`src/mtrsp_pkg.sv`:
```
`default_nettype none
// ----------------------------------------------------------------------------
// mtrsp_pkg
// Types and constants shared by the track run sample parser modules.
// ----------------------------------------------------------------------------
package mtrsp_pkg;

    // Run header flag bits
    localparam logic [23:0] F_OFFSET = 24'h000001;
    localparam logic [23:0] F_FIRST  = 24'h000004;
    localparam logic [23:0] F_DUR    = 24'h000100;
    localparam logic [23:0] F_SIZE   = 24'h000200;
    localparam logic [23:0] F_FLAGS  = 24'h000400;
    localparam logic [23:0] F_CTO    = 24'h000800;

    // Box type of a track run, 'trun'
    localparam logic [31:0] TRUN_TYPE = 32'h7472756E;

    // Configuration register indexes
    localparam int unsigned CFG_IDX_W = 3;
    localparam logic [CFG_IDX_W-1:0] REG_FRAG_DUR    = 3'd0;
    localparam logic [CFG_IDX_W-1:0] REG_TRACK_DUR   = 3'd1;
    localparam logic [CFG_IDX_W-1:0] REG_FRAG_SIZE   = 3'd2;
    localparam logic [CFG_IDX_W-1:0] REG_TRACK_SIZE  = 3'd3;
    localparam logic [CFG_IDX_W-1:0] REG_FRAG_FLAGS  = 3'd4;
    localparam logic [CFG_IDX_W-1:0] REG_TRACK_FLAGS = 3'd5;
    localparam logic [CFG_IDX_W-1:0] REG_BASE_TIME   = 3'd6;

    localparam int unsigned OUT_DATA_W = 224;

    typedef struct packed {
        logic [31:0] frag_dur;
        logic [31:0] track_dur;
        logic [31:0] frag_size;
        logic [31:0] track_size;
        logic [31:0] frag_flags;
        logic [31:0] track_flags;
    } t_cfg;

    typedef struct packed {
        logic        last;
        logic [31:0] cto;
        logic [31:0] flags;
        logic [31:0] size;
        logic [31:0] offset;
        logic [31:0] dur;
        logic [63:0] time_val;
    } t_sample;

endpackage
`default_nettype wire

```
`src/mtrsp_core.sv`:
```
`default_nettype none
// ----------------------------------------------------------------------------
// mtrsp_core
// Box and run header parser state, sample field assembly and the running
// decode time and byte position. One item is processed per i_go cycle.
// ----------------------------------------------------------------------------
module mtrsp_core
    import mtrsp_pkg::*;
(
    input  wire logic        i_clk,
    input  wire logic        i_rst_n,
    input  wire logic        i_go,
    input  wire logic        i_mode,
    input  wire logic [7:0]  i_byte,
    input  wire t_cfg        i_cfg,
    input  wire logic        i_time_load,
    input  wire logic [63:0] i_time_value,
    output logic             o_emit,
    output t_sample          o_sample
);

    localparam logic [3:0] PH_BOX_SIZE  = 4'd0;
    localparam logic [3:0] PH_BOX_TYPE  = 4'd1;
    localparam logic [3:0] PH_SKIP      = 4'd2;
    localparam logic [3:0] PH_RUN_FLAGS = 4'd3;
    localparam logic [3:0] PH_COUNT     = 4'd4;
    localparam logic [3:0] PH_OFFSET    = 4'd5;
    localparam logic [3:0] PH_FIRST     = 4'd6;
    localparam logic [3:0] PH_DUR       = 4'd7;
    localparam logic [3:0] PH_SZ        = 4'd8;
    localparam logic [3:0] PH_FLG       = 4'd9;
    localparam logic [3:0] PH_CTO       = 4'd10;
    localparam logic [3:0] PH_ADVANCE   = 4'd11;
    localparam logic [3:0] PH_NONE      = 4'd15;

    // First per-sample field after phase 'from' that the run carries.
    function automatic logic [3:0] f_next_field(input logic [3:0] from,
                                                input logic [23:0] flags);
        logic [3:0] p;
        p = PH_NONE;
        if (from < PH_CTO && (flags & F_CTO) != 24'd0)   p = PH_CTO;
        if (from < PH_FLG && (flags & F_FLAGS) != 24'd0) p = PH_FLG;
        if (from < PH_SZ && (flags & F_SIZE) != 24'd0)   p = PH_SZ;
        if (from < PH_DUR && (flags & F_DUR) != 24'd0)   p = PH_DUR;
        return p;
    endfunction

    // Phase entered at the start of a sample, given the samples still left.
    function automatic logic [3:0] f_begin_phase(input logic [31:0] left,
                                                 input logic [3:0] field);
        logic [3:0] p;
        if (left == 32'd0) begin
            p = PH_BOX_SIZE;
        end else if (field == PH_NONE) begin
            p = PH_ADVANCE;
        end else begin
            p = field;
        end
        return p;
    endfunction

    logic [3:0]  r_phase, n_phase;
    logic [1:0]  r_bif, n_bif;
    logic [31:0] r_word, n_word;
    logic [31:0] r_skip, n_skip;
    logic [23:0] r_flags, n_flags;
    logic [31:0] r_left, n_left;
    logic [31:0] r_first_word, n_first_word;
    logic        r_first_pend, n_first_pend;
    logic [63:0] r_time, n_time;
    logic [31:0] r_pos, n_pos;
    logic [31:0] r_dur, n_dur;
    logic [31:0] r_size, n_size;
    logic [31:0] r_sflags, n_sflags;

    logic [3:0]  eff_phase;
    logic [1:0]  eff_bif;
    logic [31:0] word_new;
    logic        done;
    logic        emit;
    logic [31:0] cto;
    logic [3:0]  first_field;
    logic [31:0] skip_less;
    logic [3:0]  nf;
    logic [31:0] sel_dur, sel_size, sel_flags;

    assign word_new    = {r_word[23:0], i_byte};
    assign first_field = f_next_field(PH_FIRST, r_flags);
    assign skip_less   = (r_skip < 32'd8) ? 32'd0 : r_skip - 32'd8;

    always_comb begin
        n_phase      = r_phase;
        n_bif        = r_bif;
        n_word       = r_word;
        n_skip       = r_skip;
        n_flags      = r_flags;
        n_left       = r_left;
        n_first_word = r_first_word;
        n_first_pend = r_first_pend;
        n_time       = r_time;
        n_pos        = r_pos;
        n_dur        = r_dur;
        n_size       = r_size;
        n_sflags     = r_sflags;
        emit         = 1'b0;
        cto          = 32'd0;
        nf           = PH_NONE;
        eff_phase    = r_phase;
        eff_bif      = r_bif;
        done         = 1'b0;

        if (i_mode) begin
            if (r_phase == PH_ADVANCE && r_left != 32'd0) begin
                emit = 1'b1;
            end
        end else begin
            // A stream byte ends a field-less run and starts the next box.
            if (r_phase == PH_ADVANCE) begin
                eff_phase    = PH_BOX_SIZE;
                eff_bif      = 2'd0;
                n_left       = 32'd0;
                n_first_pend = 1'b0;
            end
            done = (eff_bif == 2'd3);
            if (eff_phase != PH_SKIP && eff_phase <= PH_CTO) begin
                n_word = word_new;
                n_bif  = eff_bif + 2'd1;
            end
            case (eff_phase)
                PH_BOX_SIZE: begin
                    if (done) begin
                        n_skip  = word_new;
                        n_phase = PH_BOX_TYPE;
                    end else begin
                        n_phase = PH_BOX_SIZE;
                    end
                end
                PH_BOX_TYPE: begin
                    if (done) begin
                        if (word_new == TRUN_TYPE) begin
                            n_phase = PH_RUN_FLAGS;
                        end else begin
                            n_skip  = skip_less;
                            n_phase = (skip_less == 32'd0) ? PH_BOX_SIZE : PH_SKIP;
                        end
                    end
                end
                PH_SKIP: begin
                    n_skip = r_skip - 32'd1;
                    if (r_skip == 32'd1) begin
                        n_phase = PH_BOX_SIZE;
                    end
                end
                PH_RUN_FLAGS: begin
                    if (done) begin
                        n_flags = word_new[23:0];
                        n_phase = PH_COUNT;
                    end
                end
                PH_COUNT: begin
                    if (done) begin
                        n_left       = word_new;
                        n_first_pend = 1'b0;
                        if ((r_flags & F_OFFSET) != 24'd0) begin
                            n_phase = PH_OFFSET;
                        end else begin
                            n_pos   = 32'd0;
                            n_phase = ((r_flags & F_FIRST) != 24'd0) ? PH_FIRST
                                      : f_begin_phase(word_new, first_field);
                        end
                    end
                end
                PH_OFFSET: begin
                    if (done) begin
                        n_pos   = word_new;
                        n_phase = ((r_flags & F_FIRST) != 24'd0) ? PH_FIRST
                                  : f_begin_phase(r_left, first_field);
                    end
                end
                PH_FIRST: begin
                    if (done) begin
                        n_first_word = word_new;
                        n_first_pend = 1'b1;
                        n_phase      = f_begin_phase(r_left, first_field);
                    end
                end
                PH_DUR, PH_SZ, PH_FLG: begin
                    if (done) begin
                        if (eff_phase == PH_DUR) begin
                            n_dur = word_new;
                        end else if (eff_phase == PH_SZ) begin
                            n_size = word_new;
                        end else begin
                            n_sflags = word_new;
                        end
                        nf = f_next_field(eff_phase, r_flags);
                        if (nf == PH_NONE) begin
                            emit = 1'b1;
                        end else begin
                            n_phase = nf;
                        end
                    end
                end
                PH_CTO: begin
                    if (done) begin
                        emit = 1'b1;
                        cto  = word_new;
                    end
                end
                default: begin
                    n_phase = PH_BOX_SIZE;
                    n_bif   = 2'd0;
                end
            endcase
        end

        // Field values come from this item when it completed them.
        if ((r_flags & F_DUR) != 24'd0) begin
            sel_dur = n_dur;
        end else begin
            sel_dur = (i_cfg.frag_dur != 32'd0) ? i_cfg.frag_dur : i_cfg.track_dur;
        end
        if ((r_flags & F_SIZE) != 24'd0) begin
            sel_size = n_size;
        end else begin
            sel_size = (i_cfg.frag_size != 32'd0) ? i_cfg.frag_size : i_cfg.track_size;
        end
        if ((r_flags & F_FLAGS) != 24'd0) begin
            sel_flags = n_sflags;
        end else if (r_first_pend) begin
            sel_flags = r_first_word;
        end else begin
            sel_flags = (i_cfg.frag_flags != 32'd0) ? i_cfg.frag_flags : i_cfg.track_flags;
        end

        if (emit) begin
            n_time       = r_time + {32'd0, sel_dur};
            n_pos        = r_pos + sel_size;
            n_left       = r_left - 32'd1;
            n_first_pend = 1'b0;
            n_phase      = f_begin_phase(r_left - 32'd1, first_field);
        end
    end

    always_comb begin
        o_emit            = i_go && emit;
        o_sample.time_val = r_time;
        o_sample.dur      = sel_dur;
        o_sample.offset   = r_pos;
        o_sample.size     = sel_size;
        o_sample.flags    = sel_flags;
        o_sample.cto      = ((r_flags & F_CTO) != 24'd0) ? cto : 32'd0;
        o_sample.last     = (r_left == 32'd1);
    end

    always_ff @(posedge i_clk) begin
        if (!i_rst_n) begin
            r_phase      <= PH_BOX_SIZE;
            r_bif        <= 2'd0;
            r_word       <= 32'd0;
            r_skip       <= 32'd0;
            r_flags      <= 24'd0;
            r_left       <= 32'd0;
            r_first_word <= 32'd0;
            r_first_pend <= 1'b0;
            r_time       <= 64'd0;
            r_pos        <= 32'd0;
            r_dur        <= 32'd0;
            r_size       <= 32'd0;
            r_sflags     <= 32'd0;
        end else if (i_time_load) begin
            r_time <= i_time_value;
        end else if (i_go) begin
            r_phase      <= n_phase;
            r_bif        <= n_bif;
            r_word       <= n_word;
            r_skip       <= n_skip;
            r_flags      <= n_flags;
            r_left       <= n_left;
            r_first_word <= n_first_word;
            r_first_pend <= n_first_pend;
            r_time       <= n_time;
            r_pos        <= n_pos;
            r_dur        <= n_dur;
            r_size       <= n_size;
            r_sflags     <= n_sflags;
        end
    end

endmodule
`default_nettype wire

```
`src/mp4_track_run_sample_parser_top.sv`:
```
`default_nettype none
// ----------------------------------------------------------------------------
// mp4_track_run_sample_parser_top
// Parses track fragment box bytes into per-sample timing and position items.
// ----------------------------------------------------------------------------
//  Channel   Direction  Handshake                    Carries
//  s_axis    in         s_axis_tvalid/s_axis_tready  stream byte or advance
//  m_axis    out        m_axis_tvalid/m_axis_tready  one sample per item
//  cfg       in         i_cfg_valid/o_cfg_ready      register index and value
//
//  One input item per cycle sustained while results are taken. An accepted
//  item waits in the input register until the parser can take it; the parser
//  then updates its state and, when a sample completes, loads the result register.
//  A result that is not taken holds the input register; s_axis_tready drops
//  only while the input register is full and cannot move on.
//  Reset is synchronous; no clearing pass.
// ----------------------------------------------------------------------------
module mp4_track_run_sample_parser_top
    import mtrsp_pkg::*;
(
    input  wire logic                  i_clk,
    input  wire logic                  i_rst_n,
    input  wire logic                  s_axis_tvalid,
    output logic                       s_axis_tready,
    input  wire logic [7:0]            s_axis_tdata,   // [7:0] data_byte
    input  wire logic                  s_axis_tuser,   // [0] mode
    output logic                       m_axis_tvalid,
    input  wire logic                  m_axis_tready,
    // [63:0] sample_time, [95:64] sample_duration, [127:96] sample_offset,
    // [159:128] sample_size, [191:160] sample_flags, [223:192] composition_offset
    output logic [OUT_DATA_W-1:0]      m_axis_tdata,
    output logic                       m_axis_tlast,   // last_in_run
    input  wire logic                  i_cfg_valid,
    output logic                       o_cfg_ready,
    input  wire logic [CFG_IDX_W-1:0]  i_cfg_index,
    input  wire logic [63:0]           i_cfg_data
);

    t_cfg        r_cfg;
    logic        r_in_valid;
    logic        r_in_mode;
    logic [7:0]  r_in_byte;
    logic        r_out_valid;
    t_sample     r_out;
    logic        proc_go;
    logic        cfg_wr;
    logic        time_load;
    logic        core_emit;
    t_sample     core_sample;

    assign proc_go       = r_in_valid && (!r_out_valid || m_axis_tready);
    assign s_axis_tready = !r_in_valid || proc_go;
    assign o_cfg_ready   = 1'b1;
    assign cfg_wr        = i_cfg_valid && o_cfg_ready;
    assign time_load     = cfg_wr && (i_cfg_index == REG_BASE_TIME);

    always_ff @(posedge i_clk) begin
        if (!i_rst_n) begin
            r_cfg <= '0;
        end else if (cfg_wr) begin
            unique case (i_cfg_index)
                REG_FRAG_DUR:    r_cfg.frag_dur    <= i_cfg_data[31:0];
                REG_TRACK_DUR:   r_cfg.track_dur   <= i_cfg_data[31:0];
                REG_FRAG_SIZE:   r_cfg.frag_size   <= i_cfg_data[31:0];
                REG_TRACK_SIZE:  r_cfg.track_size  <= i_cfg_data[31:0];
                REG_FRAG_FLAGS:  r_cfg.frag_flags  <= i_cfg_data[31:0];
                REG_TRACK_FLAGS: r_cfg.track_flags <= i_cfg_data[31:0];
                default: begin
                end
            endcase
        end
    end

    always_ff @(posedge i_clk) begin
        if (!i_rst_n) begin
            r_in_valid <= 1'b0;
        end else if (s_axis_tvalid && s_axis_tready) begin
            r_in_valid <= 1'b1;
        end else if (proc_go) begin
            r_in_valid <= 1'b0;
        end
    end

    always_ff @(posedge i_clk) begin
        if (s_axis_tvalid && s_axis_tready) begin
            r_in_mode <= s_axis_tuser;
            r_in_byte <= s_axis_tdata;
        end
    end

    mtrsp_core u_core (
        .i_clk        (i_clk),
        .i_rst_n      (i_rst_n),
        .i_go         (proc_go),
        .i_mode       (r_in_mode),
        .i_byte       (r_in_byte),
        .i_cfg        (r_cfg),
        .i_time_load  (time_load),
        .i_time_value (i_cfg_data),
        .o_emit       (core_emit),
        .o_sample     (core_sample)
    );

    always_ff @(posedge i_clk) begin
        if (!i_rst_n) begin
            r_out_valid <= 1'b0;
        end else if (core_emit) begin
            r_out_valid <= 1'b1;
        end else if (m_axis_tready) begin
            r_out_valid <= 1'b0;
        end
    end

    always_ff @(posedge i_clk) begin
        if (core_emit) begin
            r_out <= core_sample;
        end
    end

    assign m_axis_tvalid = r_out_valid;
    assign m_axis_tdata  = {r_out.cto, r_out.flags, r_out.size, r_out.offset,
                            r_out.dur, r_out.time_val};
    assign m_axis_tlast  = r_out.last;

    // A waiting result must never be overwritten by a new one.
    a_no_overwrite: assert property (@(posedge i_clk) disable iff (!i_rst_n)
        (r_out_valid && !m_axis_tready) |-> !core_emit)
        else $error("result register overwritten while stalled");

    // Input is refused only while the input register holds an item.
    a_ready_when_empty: assert property (@(posedge i_clk) disable iff (!i_rst_n)
        !r_in_valid |-> s_axis_tready)
        else $error("input refused with empty input register");

    // A taken result with nothing new behind it leaves the output empty.
    a_out_drains: assert property (@(posedge i_clk) disable iff (!i_rst_n)
        (m_axis_tvalid && m_axis_tready && !core_emit) |=> !m_axis_tvalid)
        else $error("result repeated after it was taken");

    // Processing only happens on a held input item.
    a_go_has_item: assert property (@(posedge i_clk) disable iff (!i_rst_n)
        proc_go |-> r_in_valid)
        else $error("parser advanced without an item");

endmodule
`default_nettype wire
```
`config.mk`:
```
export PLATFORM = sky130hd
export DESIGN_NAME = mp4_track_run_sample_parser_top
export DESIGN_NICKNAME = d
export VERILOG_FILES = /design/src/mtrsp_pkg.sv /design/src/mtrsp_core.sv /design/src/mp4_track_run_sample_parser_top.sv
export SDC_FILE = /design/constraint.sdc
export NUM_CORES = 2
export LEC_CHECK = 0
export ABC_AREA = 1
export BUFFER_PORTS_ARGS = -buffer_cell sky130_fd_sc_hd__buf_4
export CELL_PAD_IN_SITES_DETAIL_PLACEMENT = 0
export CELL_PAD_IN_SITES_GLOBAL_PLACEMENT = 1
export CORE_MARGIN = 3
export CORE_UTILIZATION = 30
export CTS_CLUSTER_DIAMETER = 40
export DETAILED_ROUTE_END_ITERATION = 10
export HOLD_SLACK_MARGIN = 0.1
export PLACE_DENSITY_LB_ADDON = 0.1
export SETUP_SLACK_MARGIN = 0.5
export SYNTH_ARGS = -nofsm -noshare
export SYNTH_HDL_FRONTEND = slang
export SYNTH_SLANG_ARGS = --single-unit
export TNS_END_PERCENT = 10
```
`constraint.sdc`:
```
create_clock -name i_clk -period 17.2 [get_ports i_clk]
set_input_delay 0.86 -clock i_clk [delete_from_list [all_inputs] [get_ports i_clk]]
set_output_delay 0.86 -clock i_clk [all_outputs]
set_load 0.05 [all_outputs]
```
# After elaboration in Yosys (flattened, before gate mapping)
# Index checks and enable logic that the tools add are counted.
[classes]
addsub = 6
mul = 0
div_mod_pow = 0
n_lt_le_gt_ge = 6
n_eq_ne = 39
shift = 0
muxes = 93
bitwise_logic = 5
n_reduce_logical = 49
[op_table]
columns = ["op", "count"]
rows = [
  ["two-way mux 32 bit", 34],
  ["two-way mux 64 bit", 3],
  ["logical NOT 32 bit", 4],
  ["nonzero test 32 bit", 4],
  ["two-way mux 4 bit", 26],
  ["case mux 32 bit (3 select lines)", 1],
  ["adder 64 x 32 -> 64 bit", 1],
  ["== test 32 x 1 -> 1 bit (second input constant)", 2],
  ["case mux 32 bit (2 select lines)", 1],
  ["subtractor 32 x 1 -> 32 bit (second input constant)", 2],
  ["case mux 4 bit (9 select lines)", 1],
  ["adder 32 bit", 1],
  ["== test 32 x 31 -> 1 bit (second input constant)", 1],
  ["less-than comparator 32 x 4 -> 1 bit (second input constant)", 1],
  ["subtractor 32 x 4 -> 32 bit (second input constant)", 1],
  ["== test 4 bit (second input constant)", 6],
  ["!= test 3 x 1 -> 1 bit (second input constant)", 7],
  ["== test 4 x 3 -> 1 bit (second input constant)", 4],
  ["AND reduction 2 bit", 8],
  ["two-way mux 1 bit", 15],
  ["two-way mux 3 bit", 5],
  ["AND reduction 7 bit", 2],
  ["less-than comparator 4 bit (second input constant)", 3],
  ["AND reduction 12 bit", 1],
  ["30 further kinds", 64],
]
[word_totals]
regBits = 759
latchBits = 0
ramBits = 0
mem_bits_ro = 0
in_bits = 81
output_inout_bits = 228
elab_cells = 228
memories = 0

# Longest topological paths before layout
[logic_depth]
word_depth = 20
depth_mapped = 32
depth_no_buf = 30

# By module
# Synthesis repeated with hierarchy kept, for this count alone.
[unflattened]
cells_unflattened = 5495
hier_area_um2 = 39456.6
[by_module_without_submodules]
columns = ["mod", "n_inst", "cells_per_inst", "area_each_um2", "seq_area_each_um2"]
rows = [
  ["mtrsp_core", 1, 4156, 24765.0, 6506.2],
  ["mp4_track_run_sample_parser_top", 1, 1339, 14691.6, 10910.5],
]

# Least setup slack after synthesis
# OpenSTA, ideal clock, no wires.
[synth_timing]
path_kind = "reg-to-reg"
from = "reg u_core.r_phase[2]"
to = "reg r_out (netlist bit m_axis_tdata[0]), enable pin"
setup_time_ps = 577
arrival_time_ps = 6069
required_ps = 16623
setup_slack_ps = 10553
stages_incl_launch_ff = 13
path_buffers = 1
synth_period_minus_slack_ps = 6647
cell_sequence = "dfxtp_1 inv_2 nand2_4 nor3_4 clkbuf_1 nor2_1 ha_1 inv_1 nor2_1 nand2_1 nand2_4 nand2_2 inv_1"
[synth_via]
elab_chain_cells = 18
elab_cells_between_ends = 35
classes_between = "order compare: 4; eq/ne: 7; mux: 17; reduce/logical: 7"
[synth_rtl]
columns = ["element", "line", "text"]
rows = [
  ["start: declaration", "mtrsp_core.sv:62", "logic [3:0] r_phase, n_phase;"],
  ["start signal: assignment", "mtrsp_core.sv:274", "r_phase <= n_phase;"],
  ["== test 4 bit", "mtrsp_core.sv:113, mtrsp_core.sv:118", ""],
  ["two-way mux 4 bit", "mtrsp_core.sv:118", "if (r_phase == PH_ADVANCE) begin"],
  ["two-way mux 4 bit", "mtrsp_core.sv:112", "if (i_mode) begin"],
  ["less-than comparator 4 bit", "mtrsp_core.sv:41", "if (from < PH_CTO && (flags & F_CTO) != 24'd0) p = PH_CTO;"],
  ["logical AND 1 bit", "mtrsp_core.sv:41", ""],
  ["two-way mux 3 bit", "mtrsp_core.sv:41", ""],
  ["two-way mux 3 bit", "mtrsp_core.sv:42", "if (from < PH_FLG && (flags & F_FLAGS) != 24'd0) p = PH_FLG;"],
  ["two-way mux 3 bit", "mtrsp_core.sv:43", "if (from < PH_SZ && (flags & F_SIZE) != 24'd0) p = PH_SZ;"],
  ["[... 3 more ...]", "--", ""],
  ["two-way mux 4 bit", "mtrsp_core.sv:112", ""],
  ["== test 4 bit", "mtrsp_core.sv:197", "if (nf == PH_NONE) begin"],
  ["two-way mux 1 bit", "mtrsp_core.sv:197", ""],
  ["two-way mux 1 bit", "mtrsp_core.sv:188", "if (done) begin"],
  ["case mux 1 bit (2 select lines)", "mtrsp_core.sv:129", "case (eff_phase)"],
  ["two-way mux 1 bit (*)", "mtrsp_core.sv:112", ""],
  ["logical AND 1 bit (*)", "mtrsp_core.sv:246", "o_emit = i_go && emit;"],
  ["via core_emit", "mp4_track_run_sample_parser_top.sv:48", "logic core_emit;"],
  ["end signal: assignment", "mp4_track_run_sample_parser_top.sv:116", "r_out <= core_sample;"],
  ["end: declaration", "mp4_track_run_sample_parser_top.sv:44", "t_sample r_out;"],
]
# Mark *: on every way through the listed nets, which the timed path passes. The rest lies on a longest branch. The select of a mux whose other input is x is not followed.
# A chain may end at the register's enable or synchronous reset.

==> impl_metrics.yaml <==
run_status:
  run_status: "completed"
detailed_routing:
  drt-initial-drc-count: 3666
  via_per_inst: 5.16
  vias: 37100
  drc: 0
  ant_nets: 0
  wire_per_inst_um: 23.4
  wl_mm: 168
  dr.pass1.iters: 5
critical_path:
  rr_worst_depth: 26
  path_depth: 26
  critPathLaunch: "u_core.r_phase[2]"
  rrSetupSlack_ns: 11.05
  crit_end: "u_core.r_time[53]"
  cp-start-kind: "register"
  crit_path_frequent_cell: "nor2_1"
  slowest_delay_ns: 0.66
  path_max_fanout: 64
  cp.arrival_ns: 6.84
  crit_path_end_kind: "register"
  worstReg2RegStart: "u_core.r_phase[2]"
  cp_top_family: "compound AO/OA/AOI/OAI gates"
  path_class: "reg -> reg"
  slowest_stage: "o21ai_0"
  path_buf_inv: 6
  crit_required_ns: 17.89
  reg2reg_to: "u_core.r_time[53]"
power_and_ir_drop:
  clkPwrFrac_pct: 55.0
  ir_drop_mv: 0.0797
  pwr-share-comb_pct: 10.4
  seqPwrFrac_pct: 34.6
  p_switching_w: 0.00156
  p_sw_share_pct: 28.1
  powerDensity_nw_per_um2: 117
  leakagePower_nw: 20.1
  power.internal_w: 0.00400
synth:
  syn_area_sq_um: 38300
  synth_edf_count: 234
  synthCells: 5133
  syn-num-nets: 5288
  ys_seq_area_share_pct: 45.5
  syn_area_per_cell_sq_um: 7.46
  synth_cell_type_count: 55
  async_flop_share_pct: 0
  synth_ff_type: "dfxtp_1"
  ys_seq_elements: 753
  synth_warnings: 0
clock_network:
  cts_hold_buf: 0
  path_clk_slew_ns: 0.05
  clock_latency_ns: 0.79
  h-tree-depth: 4
  cts.sinks: 753
  cts_buffer_depth: 3
  cts_tree: "built"
  cts_made_buffers: 150
  clock-root-buffer: "clkbuf_16"
  post_cts_resized: 0
  post-cts-setup-buffer-count: 0
run:
  drv_cap: 0
sta:
  clock.fmax_mhz: 163
  fin_crit_ns: 6.15
  relSlewSlack_pct: 14.4
  worst_clock_skew_ns: 0.0410
  slew_violations: 0
  worstMarginPinSlew_ns: 1.28
  fin_setup_tns_ns: 0
  timing.final.crit_share_pct: 35.7
  setup_viol: 0
  finalHoldViolCount: 0
  rsz0062_at_grt: "false"
global_routing:
  grt_antenna_before_repair: 2
  grt_max_degree: 236
  grt_pass1_wl_mm: 243
  first_global_vias: 34800
  grt-ovfl-total: 0
  grtUsageTotal_pct: 24.8
cells_and_area:
  syn2layout_area_growth_pct: 24.3
  instances_no_fill: 7186
  mostFrequentLayoutCell: "nand2_1"
  fin_nets: 5560
  layout_common_cells: "nand2_1, nor2_1, o21ai_0"
  drive_above_1_share_pct: 12.8
min_path:
  hold_class: "in -> reg"
floorplanning:
  die_area_sq_um: 132000
  die_x_um: 363
  fp-row-count: 130
  coreArea_sq_um: 126000
  ios: 309
  start_util_pct: 30.3
  die_y_um: 363
placement:
  dp_hpwl_mm: 119
  dp_cells: 6903
  place.gp.congestion: 0.920
  numPortBuffers: 307
## how the worst min path moves through the flow
stage | startpoint | to | slack [ns] | cells after the start
6_report | s_axis_tdata[0] | r_in_byte[0] | 0.26 | 1
5_1_grt | s_axis_tdata[0] | r_in_byte[0] | 0.22 | 1
4_1_cts | s_axis_tdata[7] | r_in_byte[7] | 0.21 | 1
3_5_place_dp | r_cfg[72] | r_cfg[72] | 0.44 | 2
3_3_place_gp | r_cfg[70] | r_cfg[70] | 0.43 | 2
2_1_floorplan | r_cfg[66] | r_cfg[66] | 0.42 | 2
## power by group through the flow
stage | clock [W] | sequential (W) | combinational, W
after floorplan | 0 | 0.00193 | 0.000357
after global placement | 0 | 0.00196 | 0.000576
after detailed placement | 0 | 0.00196 | 0.000574
after CTS | 0.00311 | 0.00192 | 0.000576
after global routing | 0.00320 | 0.00193 | 0.000641
final | 0.00306 | 0.00193 | 0.000578
## routing by layer
layer  wire (um)  global-route usage [%]  vias up
met2       73900                    38.1     1065
met3        9720                    4.27      217
met5          13                       0        -
met4        3880                    6.62        2
li1            -                       -    18000
met1       80600                    35.6    17800
## registers in the layout, indices dropped and copies added (netlist names), 2 cells and up
name,cells
m_axis_tdata,224
r_cfg,192
u_core.r_time,64
u_core.r_dur,32
u_core.r_first_word,32
u_core.r_left,32
u_core.r_pos,32
u_core.r_sflags,32
u_core.r_size,32
u_core.r_skip,32
u_core.r_word,24
r_in_byte,8
u_core.r_flags,6
u_core.r_phase,4
u_core.r_bif,2
## through the flow
stage	instance area (sq um)	hold WS, ns	worst slack [ns]	total power (W)	util [%]
2_1_floorplan	38300	0.424	10.55	0.00229	-
3_3_place_gp	42200	0.434	11.27	0.00254	33.5
3_5_place_dp	42200	0.437	11.15	0.00253	33.5
4_1_cts	47600	0.208	11.13	0.00561	37.7
5_1_grt	47600	0.215	10.61	0.00577	37.7
6_report	47600	0.258	11.05	0.00556	37.7
## worst reg2reg max path: stages, from the launching register on
cell,delay [ns]
dfxtp_1,0.49
inv_2,0.11
nand2_4,0.10
nor3_4,0.04
buf_4,0.23
nor2_1,0.13
ha_1,0.20
inv_1,0.14
nor2_1,0.36
inv_1,0.18
nor2_4,0.14
buf_4,0.51
o21ai_0,0.28
nor2_1,0.18
a21oi_1,0.10
ha_1,0.39
nand2_1,0.11
nor2_1,0.29
nand2_1,0.10
o21ai_0,0.66
inv_1,0.19
o21ai_0,0.52
nand3_1,0.19
a21o_1,0.20
nand3_1,0.06
nand2_1,0.06
a21oi_1,0.11
## area by class of cell
class,count,area [sq um]
repair buffers,375,2840
flip-flops and latches,753,17400
multi-input cells,3584,17900
inverters,541,2050
well taps,1650,2060
clock buffers,194,4120
clock inverters,88,1220
fillers,13300,78700
diodes,1,2.50
## cell usage after synthesis (all sizes together) (2+ instances only)
cell    instances  share of area (%)
o21ai         629                8.2
nor2          768                7.6
nand3b          8               0.16
a22oi          29               0.57
or2            11               0.18
o211ai         83                1.6
inv           526                5.2
buf            48               0.70
clkinv         15               0.15
a21boi          2              0.039
edfxtp        234                 18
a211oi         47               0.99
nand4          64                1.0
nor3           43               0.59
nand3         186                2.5
a21oi         546                7.2
and2            3              0.049
fa              2               0.10
o221ai         21               0.48
a21o           13               0.25
nand2         833                8.3
o22ai          38               0.62
a31oi          51               0.83
xor2           58                1.3
ha             72                2.4
o21a            3              0.059
nor4           37               0.60
nor3b           2              0.039
o21bai          5              0.098
and3            3              0.049
dfxtp         519                 27
xnor2          20               0.46
clkbuf        207                2.0
a221oi          2              0.046
## cells by family after synthesis
group                      Yosys count  synth area share (%)
adders and majority gates           74                  2.46
buffers and inverters              796                  8.05
and+or+nand+nor                   1959                  21.1
DFF                                753                  45.5
other                                1               0.00980
xor gates and xnor gates            78                  1.78
AOI/OAI and AO/OA                 1472                  21.1
Power figures use the tool's default switching activity.
